File: src/sv/psts_pkg.sv
`timescale 1ns / 1ps

package psts_pkg;

  localparam int unsigned DEPTH   = 1024;
  localparam int unsigned ADDR_W  = $clog2(DEPTH);
  localparam int unsigned SIZE_W  = 11;
  localparam int unsigned IDX_W   = SIZE_W + 1;
  localparam int unsigned DELTA_W = 32;
  localparam int unsigned TOTAL_W = 48;
  localparam int unsigned ACC_W   = TOTAL_W + 4;
  localparam int unsigned CMD_W   = 2;

  localparam logic [SIZE_W-1:0] SIZE_RESET = SIZE_W'(DEPTH);

  localparam logic [CMD_W-1:0] CMD_ADD    = 2'd0;
  localparam logic [CMD_W-1:0] CMD_SUM    = 2'd1;
  localparam logic [CMD_W-1:0] CMD_SELECT = 2'd2;

  typedef struct packed {
    logic start;
    logic size_write;
    logic clear_start;
    logic clear_step;
    logic skip;
    logic read;
    logic exec;
    logic load_result;
  } dp_cmd_t;

  typedef struct packed {
    logic clear_last;
    logic active;
    logic skip;
  } dp_status_t;

endpackage

File: src/sv/psts_ctrl.sv
`timescale 1ns / 1ps

module psts_ctrl (
  input  logic                clk_i,
  input  logic                rst_ni,
  input  logic                in_valid_i,
  output logic                in_ready_o,
  output logic                out_valid_o,
  input  logic                out_ready_i,
  input  logic                cfg_valid_i,
  output logic                cfg_ready_o,
  input  psts_pkg::dp_status_t status_i,
  output psts_pkg::dp_cmd_t   cmd_o
);
  import psts_pkg::*;

  typedef enum logic [4:0] {
    S_CLEAR = 5'b00001,
    S_IDLE  = 5'b00010,
    S_READ  = 5'b00100,
    S_EXEC  = 5'b01000,
    S_DONE  = 5'b10000
  } state_e;

  state_e state_q, state_d;
  logic   out_valid_q, out_valid_d;

  assign cfg_ready_o = 1'b1;
  assign in_ready_o  = (state_q == S_IDLE) && !cfg_valid_i;
  assign out_valid_o = out_valid_q;

  always_comb begin
    state_d     = state_q;
    out_valid_d = out_valid_q;
    cmd_o       = '0;
    if (out_valid_q && out_ready_i) begin
      out_valid_d = 1'b0;
    end
    unique case (state_q)
      S_CLEAR: begin
        cmd_o.clear_step = 1'b1;
        if (status_i.clear_last) begin
          state_d = S_IDLE;
        end
      end
      S_IDLE: begin
        if (in_valid_i && in_ready_o) begin
          cmd_o.start = 1'b1;
          state_d     = S_READ;
        end
      end
      S_READ: begin
        if (!status_i.active) begin
          state_d = S_DONE;
        end else if (status_i.skip) begin
          cmd_o.skip = 1'b1;
        end else begin
          cmd_o.read = 1'b1;
          state_d    = S_EXEC;
        end
      end
      S_EXEC: begin
        cmd_o.exec = 1'b1;
        state_d    = S_READ;
      end
      S_DONE: begin
        if (!out_valid_q || out_ready_i) begin
          cmd_o.load_result = 1'b1;
          out_valid_d       = 1'b1;
          state_d           = S_IDLE;
        end
      end
      default: begin
        state_d = S_CLEAR;
      end
    endcase
    // size write restarts the clearing sweep
    if (cfg_valid_i) begin
      cmd_o.size_write  = 1'b1;
      cmd_o.clear_start = 1'b1;
      cmd_o.clear_step  = 1'b0;
      state_d           = S_CLEAR;
    end
  end

  always_ff @(posedge clk_i or negedge rst_ni) begin
    if (!rst_ni) begin
      state_q     <= S_CLEAR;
      out_valid_q <= 1'b0;
    end else begin
      state_q     <= state_d;
      out_valid_q <= out_valid_d;
    end
  end

endmodule

File: config.mk
export PLATFORM = sky130hd
export DESIGN_NAME = psts_ctrl
export DESIGN_NICKNAME = d
export VERILOG_FILES = /design/src/sv/psts_pkg.sv /design/src/sv/psts_ctrl.sv
export SDC_FILE = /design/constraint.sdc
export NUM_CORES = 1
export LEC_CHECK = 0
export ABC_CLOCK_PERIOD_IN_PS = 1400
export BUFFER_PORTS_ARGS = -buffer_cell sky130_fd_sc_hd__clkbuf_2
export CORE_AREA = 2 2 39 41
export DETAILED_ROUTE_END_ITERATION = 12
export DIE_AREA = 0 0 41 43
export PLACE_DENSITY_LB_ADDON = 0.15
export SKIP_CTS_REPAIR_TIMING = 1
export SYNTH_ARGS = -nofsm -noshare
export SYNTH_HDL_FRONTEND = slang
export SYNTH_SLANG_ARGS = --single-unit
File: constraint.sdc
create_clock -name clk_i -period 1.4 [get_ports clk_i]
set_input_delay 0 -clock clk_i [delete_from_list [all_inputs] [get_ports clk_i]]
set_output_delay 0 -clock clk_i [all_outputs]
set_load 0.01 [all_outputs]
# --- Word level (Yosys, flattened, before mapping) ---
# Index checks and enable logic that the tools add are counted.
word_totals:
  register_bits: 6
  in_bits: 8
  output_inout_bits: 11
  elab_cells: 39
op_classes:
  n_eq_ne: 9
  muxes: 21
  reduce_logical: 7
ops:
  columns: ["op", "count"]
  rows:
  - ["5-bit two-way mux", 6]
  - ["5-bit one-hot mux with 5 select lines", 1]
  - ["1-bit two-way mux", 11]
  - ["3-bit inequality test (second input constant)", 2]
  - ["5-bit by 1-bit equality test with 1-bit output (second input constant)", 1]
  - ["5-bit by 2-bit equality test with 1-bit output (second input constant)", 1]
  - ["5-bit by 3-bit equality test with 1-bit output (second input constant)", 1]
  - ["5-bit by 4-bit equality test with 1-bit output (second input constant)", 1]
  - ["5-bit equality test (second input constant)", 1]
  - ["2-bit two-way mux", 2]
  - ["4-bit inequality test (second input constant)", 1]
  - ["4-bit AND reduction", 1]
  - ["1-bit logical AND", 3]
  - ["3-bit two-way mux", 1]
  - ["3-bit by 2-bit inequality test with 1-bit output (second input constant)", 1]
  - ["1-bit logical NOT", 2]
  - ["1-bit logical OR", 1]

# --- Depth between registers and ports, before layout ---
# Gate-level depths: netlist of the first run.
logic_depth:
  depth_word: 6
  ltp_mapped: 5
  mapped_depth_nobuf: 4

# --- Least setup slack after synthesis of the first run ---
# No wires, ideal clock.
synth_path:
  kind: "flip-flop to flip-flop"
  start: "register state_q[3]"
  end: "register state_q[0]"
  setup_ns: 0.091
  arrival_ns: 1.553
  required_ns: 1.309
  path_slack_ns: -0.244
  stages_incl_launch_ff: 5
  n_path_buf: 0
  period_less_slack_ns: 1.644
  path_cell_list: "dfrtp_1 -> or4_4 -> nor3b_1 -> a21oi_1 -> o31ai_1"
synth_between:
  elab_chain_len: 5
  elab_cells_between_ends: 14
  cone_classes: "eq/ne: 9; mux: 2; reduce/logical: 3"
synth_lines:
  columns: ["item", "line", "source"]
  rows:
  - ["start: declaration", "psts_ctrl.sv:25", "state_e state_q, state_d;"]
  - ["start signal: assignment", "psts_ctrl.sv:91", "state_q <= state_d;"]
  - ["5-bit by 2-bit equality test with 1-bit output", "psts_ctrl.sv:29, psts_ctrl.sv:39", null]
  - ["1-bit logical AND", "psts_ctrl.sv:29", "assign in_ready_o = (state_q == S_IDLE) && !cfg_valid_i;"]
  - ["1-bit logical AND", "psts_ctrl.sv:47", "if (in_valid_i && in_ready_o) begin"]
  - ["3-bit by 2-bit inequality test with 1-bit output (no line)", null, null]
  - ["4-bit AND reduction (no line)", null, null]
# Several ways; a longest one is shown, not always the timed one.
# A chain may end at the register's enable or synchronous reset.

==> results of run 1 <==
## flip-flops by register name, indices dropped and copies added (netlist names)
register and cells:
state_q 5, out_valid_o 1
## power groups by stage
| stage | clock, uW | sequential, uW | combinational (uW) |
|---|---|---|---|
| 6_report | 186 | 195 | 131 |
| 5_1_grt | 208 | 195 | 141 |
| 4_1_cts | 192 | 193 | 116 |
| 3_5_place_dp | 0 | 196 | 116 |
| 3_3_place_gp | 0 | 195 | 115 |
| 2_1_floorplan | 0 | 194 | 71.3 |
## cell families after synthesis
family / Yosys count
buffers and inverters: 6
and+or+nand+nor: 26
other: 1
DFF: 6
AOI/OAI and AO/OA: 9
xor gates and xnor gates: 1
## worst max-delay path: stages, from the launching register on
cell	delay, ps
dfrtp_1	390
or4_4	570
nor3b_4	220
and2_4	170
buf_6	90
## stage by stage
stage	std cells	util (%)
floorplan	49	-
global placement	84	38.7
detailed placement	84	38.7
CTS	88	40.6
global route	94	47.3
finish	94	47.3
## how the worst min path moves through the flow
stage / endpoint / startpoint / slack (ps)
3_5_place_dp: out_valid_o / rst_ni / -160
5_1_grt: state_q[3] / status_i[1] / 8
2_1_floorplan: out_valid_o / rst_ni / -300
6_report: state_q[3] / status_i[1] / -2
4_1_cts: state_q[2] / rst_ni / -430
3_3_place_gp: out_valid_o / rst_ni / -160
## placed cells by master (no fill, tap or decap), drive strengths merged, types with 3 or more instances in the layout
cell type	instances
clkbuf	18
buf	12
nor2	10
dfrtp	5
nand2	4
dlygate4sd3	3
## routing by layer
layer / part of all wire [%] / vias to the layer above
met5: 0 / -
met1: 47 / 200
met4: 0 / 0
li1: - / 226
met2: 49 / 10
met3: 3.4 / 0
## area by class of cell
| type | count | area share, % |
|---|---|---|
| Inverter | 2 | 1.15 |
| Multi-Input combinational cell | 37 | 39.6 |
| Clock buffer | 4 | 4.02 |
| Timing Repair Buffer | 29 | 28.9 |
| Sequential cell | 6 | 23.3 |
| Tap cell | 16 | 3.06 |
==> results.yml, run 1 <==
timing:
  slew_violations: 0
  setup_tns_ps: -1690
  hold_ws_ps: -1.61
  finalClockSkew_ps: 13.0
  finalCritPeriodShare_pct: 121
  fin_ws_ps: -294
  setup_viol: 9
  rsz0062_at_grt: "true"
  fmax_mhz: 590
  period_needed_ps: 1690
  hold_viol: 1
synth:
  synth_fa_ha_area_share_pct: 0
  yosysUniqueCellTypes: 26
  synth_area_leaders: "dfrtp_1 31%, nor2_1 9.3%, dfstp_2 6.5%, buf_4 5.6%, nor3b_4 4.6%"
  synth_nets: 57
  synth_common_cells: "10 x nor2_1, 5 x dfrtp_1, 4 x nand2_1, 3 x buf_4"
  synthCells: 49
  async_reset_ff_share_pct: 100
  synth_top_family_by_area: "simple AND/OR/NAND/NOR gates"
  ys_ff_latch: 6
  yosysSeqAreaShare_pct: 37.5
  synth-simple-area-share_pct: 36.5
  synth_area_um2: 404
  avgSynthCellArea_um2: 8.25
  synth_top_cell_by_area: "dfrtp_1"
  synth_top_area_share_pct: 31.0
  synth_xor_area_share_pct: 2.17
  synthMostInstantiatedCell: "nor2_1"
  synth.area.mux_share_pct: 0
  synth-compound-area-share_pct: 14.2
  synth_edf_count: 0
  yosysWarnings: 0
  synth_ff_type: "dfrtp_1"
placement:
  gp_congestion: 0.692
  post-dp-hpwl_um: 817
  place_ws_ps: -150
  io_buffers: 17
  dpl_cell_area_um2: 536
worst_setup_path:
  r2r_start: "state_q[4]"
  cp.required_ps: 1400
  r2r-end: "state_q[4]"
  r2r_setup_slack_ps: -180
  r2r_cells: 4
  crit_start: "state_q[2]"
  crit_type: "flip-flop to primary output"
  startpoint_type: "flip-flop"
  setup.worst_path.end_class: "primary output"
  cp_max_fo: 3
  crit_arrival_ps: 1690
  endpoint: "cmd_o[7]"
status:
  violations: "hold timing, setup timing"
  status: "complete, but fails checks"
cts:
  clock_latency_ps: 260
  clk_pin_slew_worst_paths_ps: 60
  cts_tree: "built"
  clockBufferDepth: 2
  cts_inserted_buffers: 3
  cts_sinks: 6
  root_buffer: "clkbuf_4"
  htree_num_levels: 1
job:
  maxCapViolCount: 0
pwr:
  combPwrFrac_pct: 25.6
  cellLeakagePower_uw: 0.000338
  p_sw_uw: 155
  clkPwrFrac_pct: 36.4
  power_density_mw_per_mm2: 783
  netSwitchingFraction_pct: 30.3
  internal_power_uw: 357
  finalPower_uw: 512
  worst_ir_drop_vdd_v: 0.000433
  pwr-share-seq_pct: 38.0
global_route:
  use_met1_pct: 20.3
  gr-usage-met3_pct: 3.14
  grt_max_degree: 9
  antenna_found_initial: 0
  use_met2_pct: 20.6
  overflow: 0
  grt.busiest_layer: "met2"
  grt_pass1_vias: 369
  grtUsageTotal_pct: 14.7
  grt_pass1_wl_mm: 1.70
finish:
  multi_input_area_um2: 259
  syn_to_final_growth_pct: 61.9
  finalNetCount: 87
  fin_area_um2: 654
  drive_above_1_share_pct: 55.1
  antenna_cells: 0
  seq_area_um2: 153
  fill_cells: 145
floorplanning:
  start_util_pct: 29.2
  num_rows: 14
  io_pins: 19
  die_y_um: 43
  fp.dieW_um: 41
  dieArea_mm2: 0.00176
  core_area_mm2: 0.00138
detailed_routing:
  drc: 0
  ant_nets: 0
  routedWlPerCell_um: 12.4
  via_per_inst: 4.64
  finalWirelength_mm: 1.17
  drt-pass1-iter-count: 4
  vias: 436
  drt_iter0_markers: 10
worst_hold_path:
  hold_depth: 3
  hold_path_class: "primary input to flip-flop"
No activity file was read; power rests on OpenSTA's default activity.
==> run 2, diff against run 1 <==
BUFFER_PORTS_ARGS = default   (was -buffer_cell sky130_fd_sc_hd__clkbuf_2)
CORE_AREA = default   (was 2 2 39 41)
CORE_MARGIN = 2   (was default)
CORE_UTILIZATION = 30   (was default)
DIE_AREA = default   (was 0 0 41 43)
DONT_BUFFER_PORTS = 1   (was default)
==> run 2 against run 1 <==
  * The flow still finishes with violations (hold timing, setup timing)
  * Maximum frequency increased by 2.3%
  * First-iteration DRC count increased by 10%
  * Cell count decreased by 14%
  * Routed wire length decreased by 5.4%
  * Clock power decreased by 9%
  * Die area decreased by 6.0%
==> results.yml, run 2 (same netlist as run 1, synthesis figures left out) <==
detailed_routing:
  ant_nets: 0
  m1WireLength_um: 433
  dr_wl_met2_um: 608
  routedWlPerCell_um: 13.6
  vias: 411
  drt-pass1-iter-count: 4
  wl_met3_um: 64
  finalWirelength_mm: 1.11
  drt_iter0_markers: 11
  via_per_inst: 5.07
  highest_layer: "met3"
  drc: 0
floorplanning:
  io_pins: 19
  fp.dieW_um: 40.7
  start_util_pct: 31.5
  die_y_um: 40.7
  num_rows: 13
  core_area_mm2: 0.00128
  dieArea_mm2: 0.00166
pwr:
  p_sw_uw: 129
  combPwrFrac_pct: 26.1
  power_density_mw_per_mm2: 790
  cellLeakagePower_uw: 0.000285
  internal_power_uw: 361
  worst_ir_drop_vdd_v: 0.000502
  finalPower_uw: 490
  pwr-share-seq_pct: 39.4
  clkPwrFrac_pct: 34.5
  netSwitchingFraction_pct: 26.3
job:
  maxCapViolCount: 0
global_route:
  overflow: 0
  grt_pass1_wl_mm: 1.52
  antenna_found_initial: 0
  grt_max_degree: 9
  grtUsageTotal_pct: 14.5
  grt_pass1_vias: 384
worst_hold_path:
  hold_depth: 2
  hp-start: "status_i[0]"
  min_to: "state_q[2]"
  hold_path_class: "primary input to flip-flop"
finish:
  final_common_cell: "buf_4"
  largest_register_ffs: 5
  syn_to_final_growth_pct: 53.6
  fill_cells: 140
  layout_common_cells: "9 x buf_4, 8 x nor2_1, 7 x dlygate4sd3_1"
  drive_above_1_share_pct: 37.9
  largest_register: "state_q"
  finalNetCount: 75
  antenna_cells: 0
cts:
  cts_inserted_buffers: 3
  clock_latency_ps: 240
  htree_num_levels: 1
  clockBufferDepth: 2
  root_buffer: "clkbuf_4"
  cts_tree: "built"
  cts_sinks: 6
  clk_pin_slew_worst_paths_ps: 50
timing:
  hold_ws_ps: -21.4
  fmax_mhz: 604
  rsz0062_at_grt: "true"
  hold_viol: 1
  period_needed_ps: 1660
  setup_viol: 8
  finalCritPeriodShare_pct: 118
  slew_violations: 0
  setup_tns_ps: -1160
  fin_ws_ps: -256
  finalClockSkew_ps: 5.75
worst_setup_path:
  slowest_delay_ps: 530
  crit_slowest_cell: "or4_4"
  cp_cell_sequence: "or4_4 > nor3b_4 > and2_4 > buf_6"
  crit_type: "flip-flop to primary output"
  setup.worst_path.end_class: "primary output"
  r2r-end: "state_q[0]"
  cp_max_fo: 3
  r2r_start: "state_q[2]"
  r2r_cells: 5
  cp.required_ps: 1400
  r2r_setup_slack_ps: -110
  crit_arrival_ps: 1660
  startpoint_type: "flip-flop"
placement:
  place_ws_ps: -99.9
  gp_congestion: 0.751
  io_buffers: 0
  post-dp-hpwl_um: 793
status:
  violations: "hold timing, setup timing"
  status: "complete, but fails checks"
## run 2: cell count changes in the layout (fill, tap and decap cells not counted), sizes merged
cell,previous run,this run
buf,12,10
clkbuf,18,4
dlygate4sd3,3,7
## run 2: power by group through the flow
stage          logic (uW)  clock network [uW]  registers (uW)
2_1_floorplan        71.3                   0             194
3_3_place_gp         90.6                   0             194
3_5_place_dp         93.9                   0             195
4_1_cts              94.6                 180             192
5_1_grt               143                 189             194
6_report              128                 169             193
## run 2: how the worst max path moves through the flow
stage / start / end / slack (ps) / cells past startpoint
2_1_floorplan: state_q[2] / state_q[2] / -170 / 4
3_3_place_gp: state_q[4] / state_q[2] / -60 / 4
3_5_place_dp: state_q[2] / state_q[2] / -100 / 4
4_1_cts: state_q[2] / cmd_o[7] / -310 / 4
5_1_grt: state_q[2] / cmd_o[7] / -310 / 4
6_report: state_q[2] / cmd_o[7] / -260 / 4
## run 2: through the flow
step	cell area (um^2)	utilization, %	cells
floorplan	413	-	49
global placement	472	36.7	69
detailed placement	472	36.7	69
CTS	498	38.8	73
global route	621	48.3	81
finish	621	48.3	81
## run 2: layer usage
layer / GRT usage [%] / vias to the layer above
met5: 0 / -
met4: 12.5 / 0
met3: 1.09 / 0
met2: 24.6 / 16
met1: 16.1 / 191
li1: - / 204
## run 2: cell type report
class / instances / area [um^2] / share of cell area (%)
repair buffers: 17 / 149 / 24.0
multi-input cells: 37 / 268 / 43.1
inverters: 2 / 7.51 / 1.21
well taps: 15 / 18.8 / 3.02
clock buffers: 4 / 26.3 / 4.23
flip-flops and latches: 6 / 151 / 24.4
## run 2: worst max-delay path: cells and delay by family (launching register included)
family	cells	cell delay [ps]
and+or+nand+nor	3	950
DFF	1	370
buffers and inverters	1	90
==> run 3, diff against run 2 <==
CTS_BUF_LIST = sky130_fd_sc_hd__clkbuf_8   (was default)
==> run 3 against run 2 <==
  * The run still ends with hold timing, setup timing left
  * Worst setup slack improved by 30 ps
  * Sequential power about the same
  * Highest routed layer unchanged
  * Power up 17%
==> results.yml, run 3 (same netlist as run 1, synthesis figures left out) <==
placement:
  post-dp-hpwl_um: 793
  io_buffers: 0
  dpl.cell_count: 69
  gp_congestion: 0.751
timing:
  finalCritPeriodShare_pct: 116
  setup_viol: 8
  fin_ws_ps: -225
  period_needed_ps: 1630
  hold_viol: 4
  rsz0062_at_grt: "true"
  hold_ws_ps: -31.0
  fmax_mhz: 615
  setup_tns_ps: -1010
  finalClockSkew_ps: 4.22
  slew_violations: 0
global_route:
  overflow: 0
  grt_pass1_vias: 387
  antenna_found_initial: 0
  grtUsageTotal_pct: 14.8
  grt_max_degree: 9
  grt_pass1_wl_mm: 1.54
worst_setup_path:
  setup.worst_path.end_class: "primary output"
  crit_arrival_ps: 1630
  cp_max_fo: 3
  r2r_cells: 5
  r2r-end: "state_q[0]"
  startpoint_type: "flip-flop"
  r2r_start: "state_q[2]"
  crit_type: "flip-flop to primary output"
  cp.required_ps: 1400
  r2r_setup_slack_ps: -100
pwr:
  power_density_mw_per_mm2: 936
  pwr-share-seq_pct: 33.6
  worst_ir_drop_vdd_v: 0.000600
  combPwrFrac_pct: 21.4
  netSwitchingFraction_pct: 23.8
  p_sw_uw: 137
  cellLeakagePower_uw: 0.000288
  internal_power_uw: 438
  clkPwrFrac_pct: 45.0
finish:
  utilization_pct: 47.8
  largest_register: "state_q"
  syn_to_final_growth_pct: 52.0
  drive_above_1_share_pct: 39.1
  layout_common_cells: "9 x buf_4, 8 x nor2_1, 5 x dlygate4sd3_1, 5 x dfrtp_1"
  final-instance-count-excl-fill: 79
  antenna_cells: 0
  finalNetCount: 73
  final_common_cell: "buf_4"
  largest_register_ffs: 5
cts:
  cts_tree: "built"
  root_buffer: "clkbuf_8"
  htree_num_levels: 1
  cts_sinks: 6
  cts_inserted_buffers: 3
  clock_latency_ps: 220
  clockBufferDepth: 2
  clk_pin_slew_worst_paths_ps: 40
detailed_routing:
  drt_iter0_markers: 8
  ant_nets: 0
  via_per_inst: 4.99
  routedWlPerCell_um: 13.6
  drt-pass1-iter-count: 4
  finalWirelength_mm: 1.08
  drc: 0
  vias: 394
status:
  status: "complete, but fails checks"
  violations: "hold timing, setup timing"
floorplanning:
  io_pins: 19
  dieArea_mm2: 0.00166
  num_rows: 13
  core_area_mm2: 0.00128
  fp.dieW_um: 40.7
  die_y_um: 40.7
  start_util_pct: 31.5
worst_hold_path:
  hold_depth: 3
  hp-start: "cfg_valid_i"
  hold_path_class: "primary input to flip-flop"
  min_to: "state_q[1]"
job:
  maxCapViolCount: 0
==> run 3: cell types whose count changed in the layout (fill, tap and decap cells not counted), sizes merged <==
cell,delta
clkbuf,-1
dlygate4sd3,-2
inv,+1
==> run 3: stage by stage <==
stage	setup WS, ps	power, uW	cell area [um^2]
finish	-225	575	614
detailed placement	-99.9	289	472
CTS	-283	558	517
global route	-277	616	614
floorplan	-172	266	413
global placement	-61.0	285	472
==> run 3: power by group through the flow <==
stage | clock network (uW) | logic, uW | registers (uW)
6_report | 259 | 123 | 193
5_1_grt | 284 | 137 | 195
4_1_cts | 270 | 94.6 | 193
3_5_place_dp | 0 | 93.9 | 195
3_3_place_gp | 0 | 90.6 | 194
2_1_floorplan | 0 | 71.3 | 194
==> run 3: area by class of cell <==
class | count | area, um^2
clock buffer | 3 | 41.3
clock inverter | 1 | 3.75
timing repair buffer | 15 | 129
inverter | 2 | 7.51
fill | 135 | 671
sequential | 6 | 151
tap | 15 | 18.8
multi-input combinational | 37 | 263
==> run 3: worst max path at each step <==
stage	startpoint	end	slack [ps]	cells past startpoint
3_5_place_dp	state_q[2]	state_q[2]	-100	4
4_1_cts	state_q[2]	cmd_o[7]	-280	4
3_3_place_gp	state_q[4]	state_q[2]	-60	4
2_1_floorplan	state_q[2]	state_q[2]	-170	4
6_report	state_q[2]	cmd_o[7]	-230	4
5_1_grt	state_q[2]	cmd_o[7]	-280	4
==> run 3: critical path, cell delays in order (launching register included) <==
cell and delay (ps):
dfrtp_1 370, or4_4 530, nor3b_4 220, and2_4 180, buf_6 90
==> run 3: per-layer routing <==
layer	track usage [%]	wire (um)	share of wire, %	up-vias
met4	12.5	0	0	0
met5	0	0	0	-
li1	-	-	-	197
met1	16.1	421	39	185
met3	2.72	61	5.7	0
met2	24.6	595	55	12
